==> config.mk <==
export PLATFORM = sky130hd
export DESIGN_NAME = dual_stack_shared_buffer_unit
export DESIGN_NICKNAME = d
export VERILOG_FILES = /design/src/rtl/dss_pkg.sv /design/src/rtl/dss_ram.sv /design/src/rtl/dss_datapath.sv /design/src/rtl/dss_ctrl.sv /design/src/rtl/dual_stack_shared_buffer_unit.sv
export SDC_FILE = /design/constraint.sdc
export NUM_CORES = 1
export LEC_CHECK = 0
export BUFFER_PORTS_ARGS = -buffer_cell sky130_fd_sc_hd__buf_2
export CAP_MARGIN = 25
export CORE_ASPECT_RATIO = 0.8
export CORE_MARGIN = 2
export CORE_UTILIZATION = 65
export CTS_BUF_LIST = sky130_fd_sc_hd__clkbuf_4
export DETAILED_ROUTE_END_ITERATION = 6
export PLACE_DENSITY = 0.82
export SYNTH_ARGS = -nofsm -noshare
export SYNTH_HDL_FRONTEND = slang
export SYNTH_SLANG_ARGS = --single-unit
==> constraint.sdc <==
create_clock -name i_clk -period 10.9 [get_ports i_clk]
set_clock_uncertainty 0.1 [all_clocks]
set_input_delay 2.18 -clock i_clk [delete_from_list [all_inputs] [get_ports i_clk]]
set_output_delay 2.18 -clock i_clk [all_outputs]
set_load 0.05 [all_outputs]
==> src/rtl/dss_pkg.sv <==
// Package for the dual stack shared buffer: sizes, field types, codes and the
// command and status structs between the controller and the datapath.
// No dependencies.
`default_nettype none

package dss_pkg;

    localparam int Depth    = 32;
    localparam int AddrW    = $clog2(Depth);
    localparam int CntW     = $clog2(Depth + 1);
    localparam int DataW    = 32;

    localparam logic [CntW-1:0] DepthCnt = CntW'(Depth);

    localparam logic [2:0] OP_PUSH_A  = 3'd0;
    localparam logic [2:0] OP_PUSH_B  = 3'd1;
    localparam logic [2:0] OP_POP_A   = 3'd2;
    localparam logic [2:0] OP_POP_B   = 3'd3;
    localparam logic [2:0] OP_CLEAR_A = 3'd4;
    localparam logic [2:0] OP_CLEAR_B = 3'd5;

    localparam logic [1:0] ST_OK    = 2'd0;
    localparam logic [1:0] ST_FULL  = 2'd1;
    localparam logic [1:0] ST_EMPTY = 2'd2;

    typedef struct packed {
        logic [2:0]              op;
        logic signed [DataW-1:0] push_value;
    } t_in;

    typedef struct packed {
        logic [1:0]              status;
        logic signed [DataW-1:0] popped_value;
        logic                    last;
    } t_out;

    typedef struct packed {
        logic       wr_a;
        logic       wr_b;
        logic       rd_a;
        logic       rd_b;
        logic       out_load;
        logic [1:0] out_status;
        logic       out_use_ram;
        logic       out_last;
    } t_dp_cmd;

    typedef struct packed {
        logic a_empty;
        logic b_empty;
        logic full;
        logic a_one;
        logic b_one;
        logic out_free;
    } t_dp_stat;

endpackage

`default_nettype wire

==> src/rtl/dss_ram.sv <==
// Generic single-port-write, single-port-read RAM with a registered read.
// No dependencies.
`default_nettype none

module dss_ram #(
    parameter int WIDTH = 32,
    parameter int DEPTH = 32
) (
    input  wire logic                     i_clk,
    input  wire logic                     i_we,
    input  wire logic [$clog2(DEPTH)-1:0] i_waddr,
    input  wire logic [WIDTH-1:0]         i_wdata,
    input  wire logic                     i_re,
    input  wire logic [$clog2(DEPTH)-1:0] i_raddr,
    output logic      [WIDTH-1:0]         o_rdata
);

    logic [WIDTH-1:0] r_mem [DEPTH];
    logic [WIDTH-1:0] r_rdata;

    // Read data holds its value until the next read.
    always_ff @(posedge i_clk) begin
        if (i_we) begin
            r_mem[i_waddr] <= i_wdata;
        end
        if (i_re) begin
            r_rdata <= r_mem[i_raddr];
        end
    end

    assign o_rdata = r_rdata;

endmodule

`default_nettype wire

==> src/rtl/dss_datapath.sv <==
// Datapath: stack pointers, the shared slot RAM and the output register.
// Depends on dss_pkg and dss_ram.
`default_nettype none

module dss_datapath (
    input  wire logic                          i_clk,
    input  wire logic                          i_rst_n,
    input  wire dss_pkg::t_dp_cmd              i_cmd,
    input  wire logic signed [dss_pkg::DataW-1:0] i_push_value,
    input  wire logic                          i_out_ready,
    output dss_pkg::t_dp_stat                  o_stat,
    output logic                               o_out_valid,
    output dss_pkg::t_out                      o_out_data
);

    logic [dss_pkg::CntW-1:0]  r_count_a, n_count_a;
    logic [dss_pkg::CntW-1:0]  r_start_b, n_start_b;
    logic                      r_out_valid;
    dss_pkg::t_out             r_out_data;

    logic [dss_pkg::CntW-1:0]  a_top;
    logic [dss_pkg::CntW-1:0]  b_below;
    logic                      ram_we;
    logic [dss_pkg::AddrW-1:0] ram_waddr;
    logic                      ram_re;
    logic [dss_pkg::AddrW-1:0] ram_raddr;
    logic [dss_pkg::DataW-1:0] ram_rdata;

    assign a_top   = r_count_a - dss_pkg::CntW'(1);
    assign b_below = r_start_b - dss_pkg::CntW'(1);

    assign ram_we    = i_cmd.wr_a || i_cmd.wr_b;
    assign ram_waddr = i_cmd.wr_b ? b_below[dss_pkg::AddrW-1:0]
                                  : r_count_a[dss_pkg::AddrW-1:0];
    assign ram_re    = i_cmd.rd_a || i_cmd.rd_b;
    assign ram_raddr = i_cmd.rd_b ? r_start_b[dss_pkg::AddrW-1:0]
                                  : a_top[dss_pkg::AddrW-1:0];

    dss_ram #(
        .WIDTH (dss_pkg::DataW),
        .DEPTH (dss_pkg::Depth)
    ) u_ram (
        .i_clk   (i_clk),
        .i_we    (ram_we),
        .i_waddr (ram_waddr),
        .i_wdata (i_push_value),
        .i_re    (ram_re),
        .i_raddr (ram_raddr),
        .o_rdata (ram_rdata)
    );

    always_comb begin
        n_count_a = r_count_a;
        n_start_b = r_start_b;
        if (i_cmd.wr_a) begin
            n_count_a = r_count_a + dss_pkg::CntW'(1);
        end
        if (i_cmd.rd_a) begin
            n_count_a = a_top;
        end
        if (i_cmd.wr_b) begin
            n_start_b = b_below;
        end
        if (i_cmd.rd_b) begin
            n_start_b = r_start_b + dss_pkg::CntW'(1);
        end
    end

    always_ff @(posedge i_clk) begin
        if (!i_rst_n) begin
            r_count_a   <= '0;
            r_start_b   <= dss_pkg::DepthCnt;
            r_out_valid <= 1'b0;
        end else begin
            r_count_a <= n_count_a;
            r_start_b <= n_start_b;
            if (i_cmd.out_load) begin
                r_out_valid <= 1'b1;
            end else if (i_out_ready) begin
                r_out_valid <= 1'b0;
            end
        end
    end

    always_ff @(posedge i_clk) begin
        if (i_cmd.out_load) begin
            r_out_data.status       <= i_cmd.out_status;
            r_out_data.popped_value <= i_cmd.out_use_ram ? ram_rdata : '0;
            r_out_data.last         <= i_cmd.out_last;
        end
    end

    assign o_stat.a_empty  = (r_count_a == '0);
    assign o_stat.b_empty  = (r_start_b == dss_pkg::DepthCnt);
    assign o_stat.full     = (r_count_a == r_start_b);
    assign o_stat.a_one    = (r_count_a == dss_pkg::CntW'(1));
    assign o_stat.b_one    = (r_start_b == dss_pkg::DepthCnt - dss_pkg::CntW'(1));
    assign o_stat.out_free = !r_out_valid || i_out_ready;

    assign o_out_valid = r_out_valid;
    assign o_out_data  = r_out_data;

`ifndef SYNTHESIS
    a_stacks_apart: assert property (@(posedge i_clk) disable iff (!i_rst_n)
        (r_count_a <= r_start_b) && (r_start_b <= dss_pkg::DepthCnt))
        else $error("stack pointers crossed or left the buffer");

    a_load_when_free: assert property (@(posedge i_clk) disable iff (!i_rst_n)
        i_cmd.out_load |-> (!r_out_valid || i_out_ready))
        else $error("output register overwritten before its transaction");

    a_no_push_full: assert property (@(posedge i_clk) disable iff (!i_rst_n)
        (i_cmd.wr_a || i_cmd.wr_b) |-> (r_count_a != r_start_b))
        else $error("push written into a full buffer");

    a_no_pop_empty: assert property (@(posedge i_clk) disable iff (!i_rst_n)
        !(i_cmd.rd_a && (r_count_a == '0)) &&
        !(i_cmd.rd_b && (r_start_b == dss_pkg::DepthCnt)))
        else $error("read issued on an empty stack");
`endif

endmodule

`default_nettype wire

==> src/rtl/dss_ctrl.sv <==
// Controller state machine: decodes each transaction and sequences the
// slot reads for pops and clears. Depends on dss_pkg.
`default_nettype none

module dss_ctrl (
    input  wire logic              i_clk,
    input  wire logic              i_rst_n,
    input  wire logic              i_in_valid,
    input  wire logic [2:0]        i_op,
    input  wire dss_pkg::t_dp_stat i_stat,
    output logic                   o_in_ready,
    output dss_pkg::t_dp_cmd       o_cmd
);

    typedef enum logic [2:0] {
        S_IDLE  = 3'b001,
        S_ISSUE = 3'b010,
        S_EMIT  = 3'b100
    } t_state;

    t_state r_state, n_state;
    logic   r_sel_b, n_sel_b;
    logic   r_clear, n_clear;
    logic   r_last,  n_last;
    logic   accept;

    assign o_in_ready = (r_state == S_IDLE) && i_stat.out_free;
    assign accept     = o_in_ready && i_in_valid;

    always_comb begin
        n_state = r_state;
        n_sel_b = r_sel_b;
        n_clear = r_clear;
        n_last  = r_last;
        o_cmd   = '0;
        case (r_state)
            S_IDLE: begin
                if (accept) begin
                    case (i_op)
                        dss_pkg::OP_PUSH_A, dss_pkg::OP_PUSH_B: begin
                            o_cmd.out_load = 1'b1;
                            o_cmd.out_last = 1'b1;
                            if (i_stat.full) begin
                                o_cmd.out_status = dss_pkg::ST_FULL;
                            end else begin
                                o_cmd.out_status = dss_pkg::ST_OK;
                                o_cmd.wr_a = (i_op == dss_pkg::OP_PUSH_A);
                                o_cmd.wr_b = (i_op == dss_pkg::OP_PUSH_B);
                            end
                        end
                        dss_pkg::OP_POP_A, dss_pkg::OP_CLEAR_A: begin
                            if (i_stat.a_empty) begin
                                o_cmd.out_load   = 1'b1;
                                o_cmd.out_status = dss_pkg::ST_EMPTY;
                                o_cmd.out_last   = 1'b1;
                            end else begin
                                n_sel_b = 1'b0;
                                n_clear = (i_op == dss_pkg::OP_CLEAR_A);
                                n_state = S_ISSUE;
                            end
                        end
                        dss_pkg::OP_POP_B, dss_pkg::OP_CLEAR_B: begin
                            if (i_stat.b_empty) begin
                                o_cmd.out_load   = 1'b1;
                                o_cmd.out_status = dss_pkg::ST_EMPTY;
                                o_cmd.out_last   = 1'b1;
                            end else begin
                                n_sel_b = 1'b1;
                                n_clear = (i_op == dss_pkg::OP_CLEAR_B);
                                n_state = S_ISSUE;
                            end
                        end
                        default: begin
                            // Unused codes are taken and dropped.
                        end
                    endcase
                end
            end
            S_ISSUE: begin
                o_cmd.rd_a = !r_sel_b;
                o_cmd.rd_b = r_sel_b;
                n_last  = !r_clear || (r_sel_b ? i_stat.b_one : i_stat.a_one);
                n_state = S_EMIT;
            end
            S_EMIT: begin
                if (i_stat.out_free) begin
                    o_cmd.out_load    = 1'b1;
                    o_cmd.out_status  = dss_pkg::ST_OK;
                    o_cmd.out_use_ram = 1'b1;
                    o_cmd.out_last    = r_last;
                    n_state = r_last ? S_IDLE : S_ISSUE;
                end
            end
            default: begin
                n_state = S_IDLE;
            end
        endcase
    end

    always_ff @(posedge i_clk) begin
        if (!i_rst_n) begin
            r_state <= S_IDLE;
            r_sel_b <= 1'b0;
            r_clear <= 1'b0;
            r_last  <= 1'b0;
        end else begin
            r_state <= n_state;
            r_sel_b <= n_sel_b;
            r_clear <= n_clear;
            r_last  <= n_last;
        end
    end

`ifndef SYNTHESIS
    a_onehot_state: assert property (@(posedge i_clk) disable iff (!i_rst_n)
        $onehot(r_state))
        else $error("state register lost its one-hot code");

    a_issue_then_emit: assert property (@(posedge i_clk) disable iff (!i_rst_n)
        (r_state == S_ISSUE) |=> (r_state == S_EMIT))
        else $error("slot read not followed by its result");

    a_single_pop_last: assert property (@(posedge i_clk) disable iff (!i_rst_n)
        ((r_state == S_ISSUE) && !r_clear) |=> r_last)
        else $error("single pop not marked as final result");
`endif

endmodule

`default_nettype wire

==> src/rtl/dual_stack_shared_buffer_unit.sv <==
// Two stacks in one shared 32-slot buffer: A grows up from slot 0, B down from the top.
// Push, and any operation on an empty stack, loads its result at the accepting edge, so it
// is offered in the next cycle; a new transaction may follow every cycle while results are taken.
// Pop: accept, slot read and result, each in its own state; a clear repeats the slot read and
// the result for every element, as every element needs its own registered read of the slot RAM.
// Synchronous active-low reset clears the pointers, the state machine and output valid;
// slot contents are undefined until written and get no clearing pass.
// Depends on dss_pkg, dss_ctrl and dss_datapath.
`default_nettype none

module dual_stack_shared_buffer_unit (
    input  wire logic          i_clk,
    input  wire logic          i_rst_n,
    input  wire logic          i_in_valid,
    output logic               o_in_ready,
    input  wire dss_pkg::t_in  i_in_data,
    output logic               o_out_valid,
    input  wire logic          i_out_ready,
    output dss_pkg::t_out      o_out_data
);

    // The controller owns sequencing only; the datapath owns the pointers,
    // the slot RAM and the output register. They talk through two structs.
    dss_pkg::t_dp_cmd  dp_cmd;
    dss_pkg::t_dp_stat dp_stat;

    // An input transaction is taken only when the controller is idle and the
    // output register is free or being emptied in the same cycle, so a
    // result that loads straight away can never overwrite a waiting one.
    dss_ctrl u_ctrl (
        .i_clk      (i_clk),
        .i_rst_n    (i_rst_n),
        .i_in_valid (i_in_valid),
        .i_op       (i_in_data.op),
        .i_stat     (dp_stat),
        .o_in_ready (o_in_ready),
        .o_cmd      (dp_cmd)
    );

    // Pops and clears read the top slot into the registered RAM output, which the output
    // register takes once it is free; the pointer moves with the read.
    dss_datapath u_datapath (
        .i_clk        (i_clk),
        .i_rst_n      (i_rst_n),
        .i_cmd        (dp_cmd),
        .i_push_value (i_in_data.push_value),
        .i_out_ready  (i_out_ready),
        .o_stat       (dp_stat),
        .o_out_valid  (o_out_valid),
        .o_out_data   (o_out_data)
    );

endmodule

`default_nettype wire

Yosys cells after proc, flatten, opt, wreduce, memory -nomap -nowiden

Memory sizes are Yosys's and may differ from the RTL's. A register that Yosys moved wholly into a read port is not among the register bits.
Cells that the tools add are included.

Eq/ne operators: 19
Multiplexer cells: 42
Reductions and logical operators: 20
Add/subtract/negate cells: 4

Operators by type and width:

| operator                                         | count |
|---|---|
| two-way mux 6 bit                                | 4 |
| two-way mux 3 bit                                | 7 |
| one-hot mux 3 bit (3 select lines)               | 2 |
| two-way mux 5 bit                                | 3 |
| two-way mux 1 bit                                | 14 |
| adder 6 x 1 -> 6 bit, second input constant      | 2 |
| two-way mux 2 bit                                | 6 |
| one-hot mux 3 bit (2 select lines)               | 2 |
| subtractor 6 x 1 -> 6 bit, second input constant | 2 |
| AND reduction 5 bit                              | 2 |
| == test 3 x 2 -> 1 bit, second input constant    | 3 |
| == test 3 bit, second input constant             | 3 |
| != test 3 bit, second input constant             | 3 |
| nonzero test 2 bit                               | 4 |
| == test 3 x 1 -> 1 bit, second input constant    | 2 |
| == test 6 x 1 -> 1 bit, second input constant    | 1 |
| == test 6 x 5 -> 1 bit, second input constant    | 1 |
| == test 6 bit                                    | 1 |
| == test 6 bit, second input constant             | 1 |
| zero test 6 bit                                  | 1 |
| one-hot mux 1 bit (2 select lines)               | 3 |
| OR reduction 2 bit                               | 3 |
| logical OR 1 bit                                 | 4 |
| != test 2 x 1 -> 1 bit, second input constant    | 2 |
| other kinds (5)                                  | 9 |

Bits in registers: 54
Memories: 1
Memory bits (writable): 1024
Bits of input ports: 39
Word-level logic and storage cells: 96
Output and inout port bits: 37

Memories:

| name                   | words | width | rd ports | clocked after memory_dff | write ports | line          | source |
|---|---|---|---|---|---|---|---|
| u_datapath.u_ram.r_mem | 32    | 32    | 1        | 1                        | 1           | dss_ram.sv:18 | `logic [WIDTH-1:0] r_mem [DEPTH];` |

Logic depth before layout (Yosys ltp)

Word-level depth: 9
Gate-level depth with buffers: 11
Gate-level depth less buffers: 8

Modules after synthesis

A second synthesis with hierarchy kept.

Cell total of the unflattened synthesis: 2527
Area, all modules: 43680.6 um2

Modules (own cells, without submodules):

| module       | seq. area each (um2) | cells an instance | instances | area each (um2) |
|---|---|---|---|---|
| dss_ram      | 31710.4              | 2260              | 1         | 40812.9 |
| dss_datapath | 1311.3               | 212               | 1         | 2407.3 |
| dss_ctrl     | 120.1                | 55                | 1         | 460.4 |

Worst setup path before layout

OpenSTA, ideal clock, no wires.

Kind: input to register
Start point: input i_out_ready
End point: register u_datapath.r_out_data, in the netlist u_datapath.o_out_data[0], enable pin
Library setup time: 0.478 ns
Data arrival time: 6.179 ns
Stages on the path: 4
Setup slack: 4.142 ns
Buffers on the path: 0
Data required time: 10.322 ns
Path through: nor2b_1 nor3_1 nand2_1 o21ai_0

RTL lines:

| element     | line                                | source |
|---|---|---|
| from (decl) | dual_stack_shared_buffer_unit.sv:18 | `input wire logic i_out_ready,` |
| to (decl)   | dss_datapath.sv:19                  | `dss_pkg::t_out r_out_data;` |

Final worst setup path

Start point: input i_out_ready
End point: output o_in_ready

Word-level cells in the longest chain between the ends: 2

RTL lines:

| element           | line                                | source |
|---|---|---|
| logical OR 1 bit  | dss_datapath.sv:98                  | `assign o_stat.out_free = !r_out_valid \|\| i_out_ready;` |
| logical AND 1 bit | dss_ctrl.sv:27                      | `assign o_in_ready = (r_state == S_IDLE) && i_stat.out_free;` |
| to (decl)         | dual_stack_shared_buffer_unit.sv:15 | `output logic o_in_ready,` |

No other way between the ends.

==> results.md <==
* Syn-to-layout area delta at 11.5%
* Most numerous cell in the Yosys netlist: edfxtp_1
* Slew @ Worst Pin at 1260 ps
* Die footprint at just over 70000 µm²
* Reg clk slew, reported paths at 60 ps
* Top cells by count, synth: 1091 x edfxtp_1, 775 x mux2i_1, 131 x o22ai_1
* Clk buf depth at 4
* RSZ-0062 raised after global routing: no
* Relative slew slack at roughly 16%
* Clock sinks at ~1100
* Pleak at around 19 nW
* Remaining DRCs at 0
* Vias in the first global route at 23979
* Final WL at between 100 and 150 mm
* Setup Buffers After CTS at 0
* Largest net degree at the start of global routing at 145
* Pwr dens at between 150 and 200 nW/µm²
* Flops & latches, synth at 1110
* Initial Util at 65.8%
* Number of port buffers at 75
* TritonCTS clock tree: built
* Placer Congestion at just over 0.9
* Global Route Usage Sum at between 20 and 30%
* WP data required at around 8600 ps
* Ys flop type: edfxtp_1
* Tcrit/Tclk final at 48.8%
* Hold Buf Count CTS at 0
* Yosys warns at 0
* Setup CP Type: input pin to output port
* Synth area leaders: edfxtp_1 74%, mux2i_1 17%, o22ai_1 1.8%, dfxtp_1 0.86%, nor4_2 0.84%
* Layout net count at around 2800
* Max Cap Viol at 0
* Syn nets at about 2500
* CP Launch Type: input pin
* R2r setup slk at ~6200 ps
* Arr. time, crit path at 3040 ps
* Slew Limit Fails at 0
* Number of core rows at 85
* CTS H-tree lvls at 5
* Global route total overflow at 0
* Core ar. at around 68000 µm²
* Final setup violation count at 0
* Synthesized area at roughly 44000 µm²
* Pre-antenna DRT Iters at 5
* Final min period at 5320 ps
* Status: finished, final reports clean
* Filler Cell Count at ~3800
* Post-route ant nets at 0
* Sequential fraction of the synthesis area at between 70 and 80%
* Post-CTS resize count at 0
* CTS buffer count at 277
* Synth top area share at 73.7%
* Initial antenna violation count at 3
* I/O pin count at 76
* Cells after Synth at between 2000 and 2500
* First-pass GRT wire length at 150 mm
* Setup total negative slack at 0 ps
* HPWL Detailed at 59.7 mm
* Die Ht at 238 µm
* Async SR Flop Fraction at 0%
* Via/cell ratio at ~6.3
* Vias after detailed routing at ~24000
* Maximum fanout along the worst path at 5
* Hold crit path type: flop to flop
* F_max at between 150 and 200 MHz
* Root Driver: clkbuf_4
* Post-synth EDFFs at ~1100
* Die width at a little under 300 µm
* Dominant cell type by area after synthesis: edfxtp_1
* Mean area per synthesized cell at approximately 18 µm²
* Initial DRC Count at 2946
* Final hold violations at 0
* Worst hold margin at roughly 380 ps
* Max rail drop VDD at between 100 and 150 µV
* Setup crit end kind: output port
* Later-pin clock latency in the skew report at between 1000 and 1500 ps
* Netlist cell types at 53
* Wire per inst at between 20 and 30 µm
* Layout cells sized above 1 at about a fifth
[power by group]
part           total (W)  internal (W)  switching (W)  leakage, nW
registers        0.00471       0.00471     0.00000865         9.98
clock network    0.00321       0.00165        0.00156         1.92
logic           0.000438      0.000142       0.000296         7.14
[cells by family (layout without fill, tap and decap cells)]
group / after synthesis / after routing / synth area share, %
AOI/OAI and AO/OA: 174 / 174 / 2.50
xor gates and xnor gates: 20 / 20 / 0.394
adders and majority gates: 7 / 7 / 0.191
buffers and inverters: 137 / 594 / 1.98
DFF: 1110 / 1110 / 74.5
muxes: 778 / 778 / 17.5
other: 0 / 5 / 0
and+or+nand+nor: 204 / 204 / 2.88
[per-stage QoR]
step / utilization [%] / total power [W] / cells / setup slack, ps / cell area (µm²)
floorplan: - / 0.00508 / 2430 / 4140 / 44500
CTS: 73.1 / 0.00841 / 3792 / 5580 / 49400
global placement: 67.7 / 0.00522 / 3317 / 5490 / 45700
detailed placement: 68.4 / 0.00524 / 3337 / 5510 / 46200
finish: 73.4 / 0.00837 / 3805 / 5580 / 49600
global route: 73.4 / 0.00866 / 3805 / 5520 / 49600
[sequential cells by signal, indices dropped and copies added, names as in the netlist]
name,cells
u_datapath.u_ram.o_rdata,32
u_datapath.o_out_valid,1
u_ctrl.r_last,1
u_datapath.r_start_b,6
u_datapath.o_out_data,35
u_datapath.r_count_a,6
u_datapath.u_ram.r_mem,1024
u_ctrl.r_state,3
u_ctrl.r_clear,1
u_ctrl.r_sel_b,1
[routing by layer]
layer / vias to the layer above / global-route usage, % / share of wire [%]
met5: - / 0 / 0.030
li1: 10392 / - / -
met4: 4 / 13.8 / 3.8
met1: 11934 / 40.2 / 39
met3: 252 / 5.94 / 9.3
met2: 1417 / 46.1 / 48
[final timing paths]
kind | depth (start not counted) | end | from
worst max register to register | 8 | u_datapath.u_ram.o_rdata[28]$_DFFE_PP_ | u_ctrl.r_state[1]$_SDFFE_PN0P_
worst min register to register | 2 | u_ctrl.r_clear$_SDFFE_PN0P_ | u_ctrl.r_clear$_SDFFE_PN0P_
worst max-delay path | 4 | o_in_ready | i_out_ready
worst min-delay path | 2 | u_ctrl.r_clear$_SDFFE_PN0P_ | u_ctrl.r_clear$_SDFFE_PN0P_
[final cells by class]
cell class / instances / area [µm²] / share of cell area, %
inverters: 8 / 30.0 / 0.0606
clock inverters: 62 / 235 / 0.474
repair buffers: 131 / 1290 / 2.61
diodes: 5 / 12.5 / 0.0252
clock buffers: 393 / 2950 / 5.95
multi-input cells: 1183 / 10800 / 21.7
well taps: 913 / 1140 / 2.30
flip-flops and latches: 1110 / 33100 / 66.8
[critical path: stages]
cell and delay, ps:
buf_2 100, nor2b_1 400, nor3_1 120, buf_2 240
[layout by cell type, fill, tap and decap left out, drive strengths merged, types with 6 or more instances in the layout]
master,Yosys,layout
a21oi,6,6
xnor2,16,16
clkbuf,38,393
edfxtp,1091,1091
mux2i,775,775
nor4b,6,6
nor4,33,33
ha,6,6
and2,40,40
clkinv,0,57
o21ai,12,12
nand3,13,13
dfxtp,19,19
nor3,8,8
nand2,37,37
o22ai,131,131
nor2,44,44
inv,8,13
buf,91,131
(Power assumes the default switching activity.)
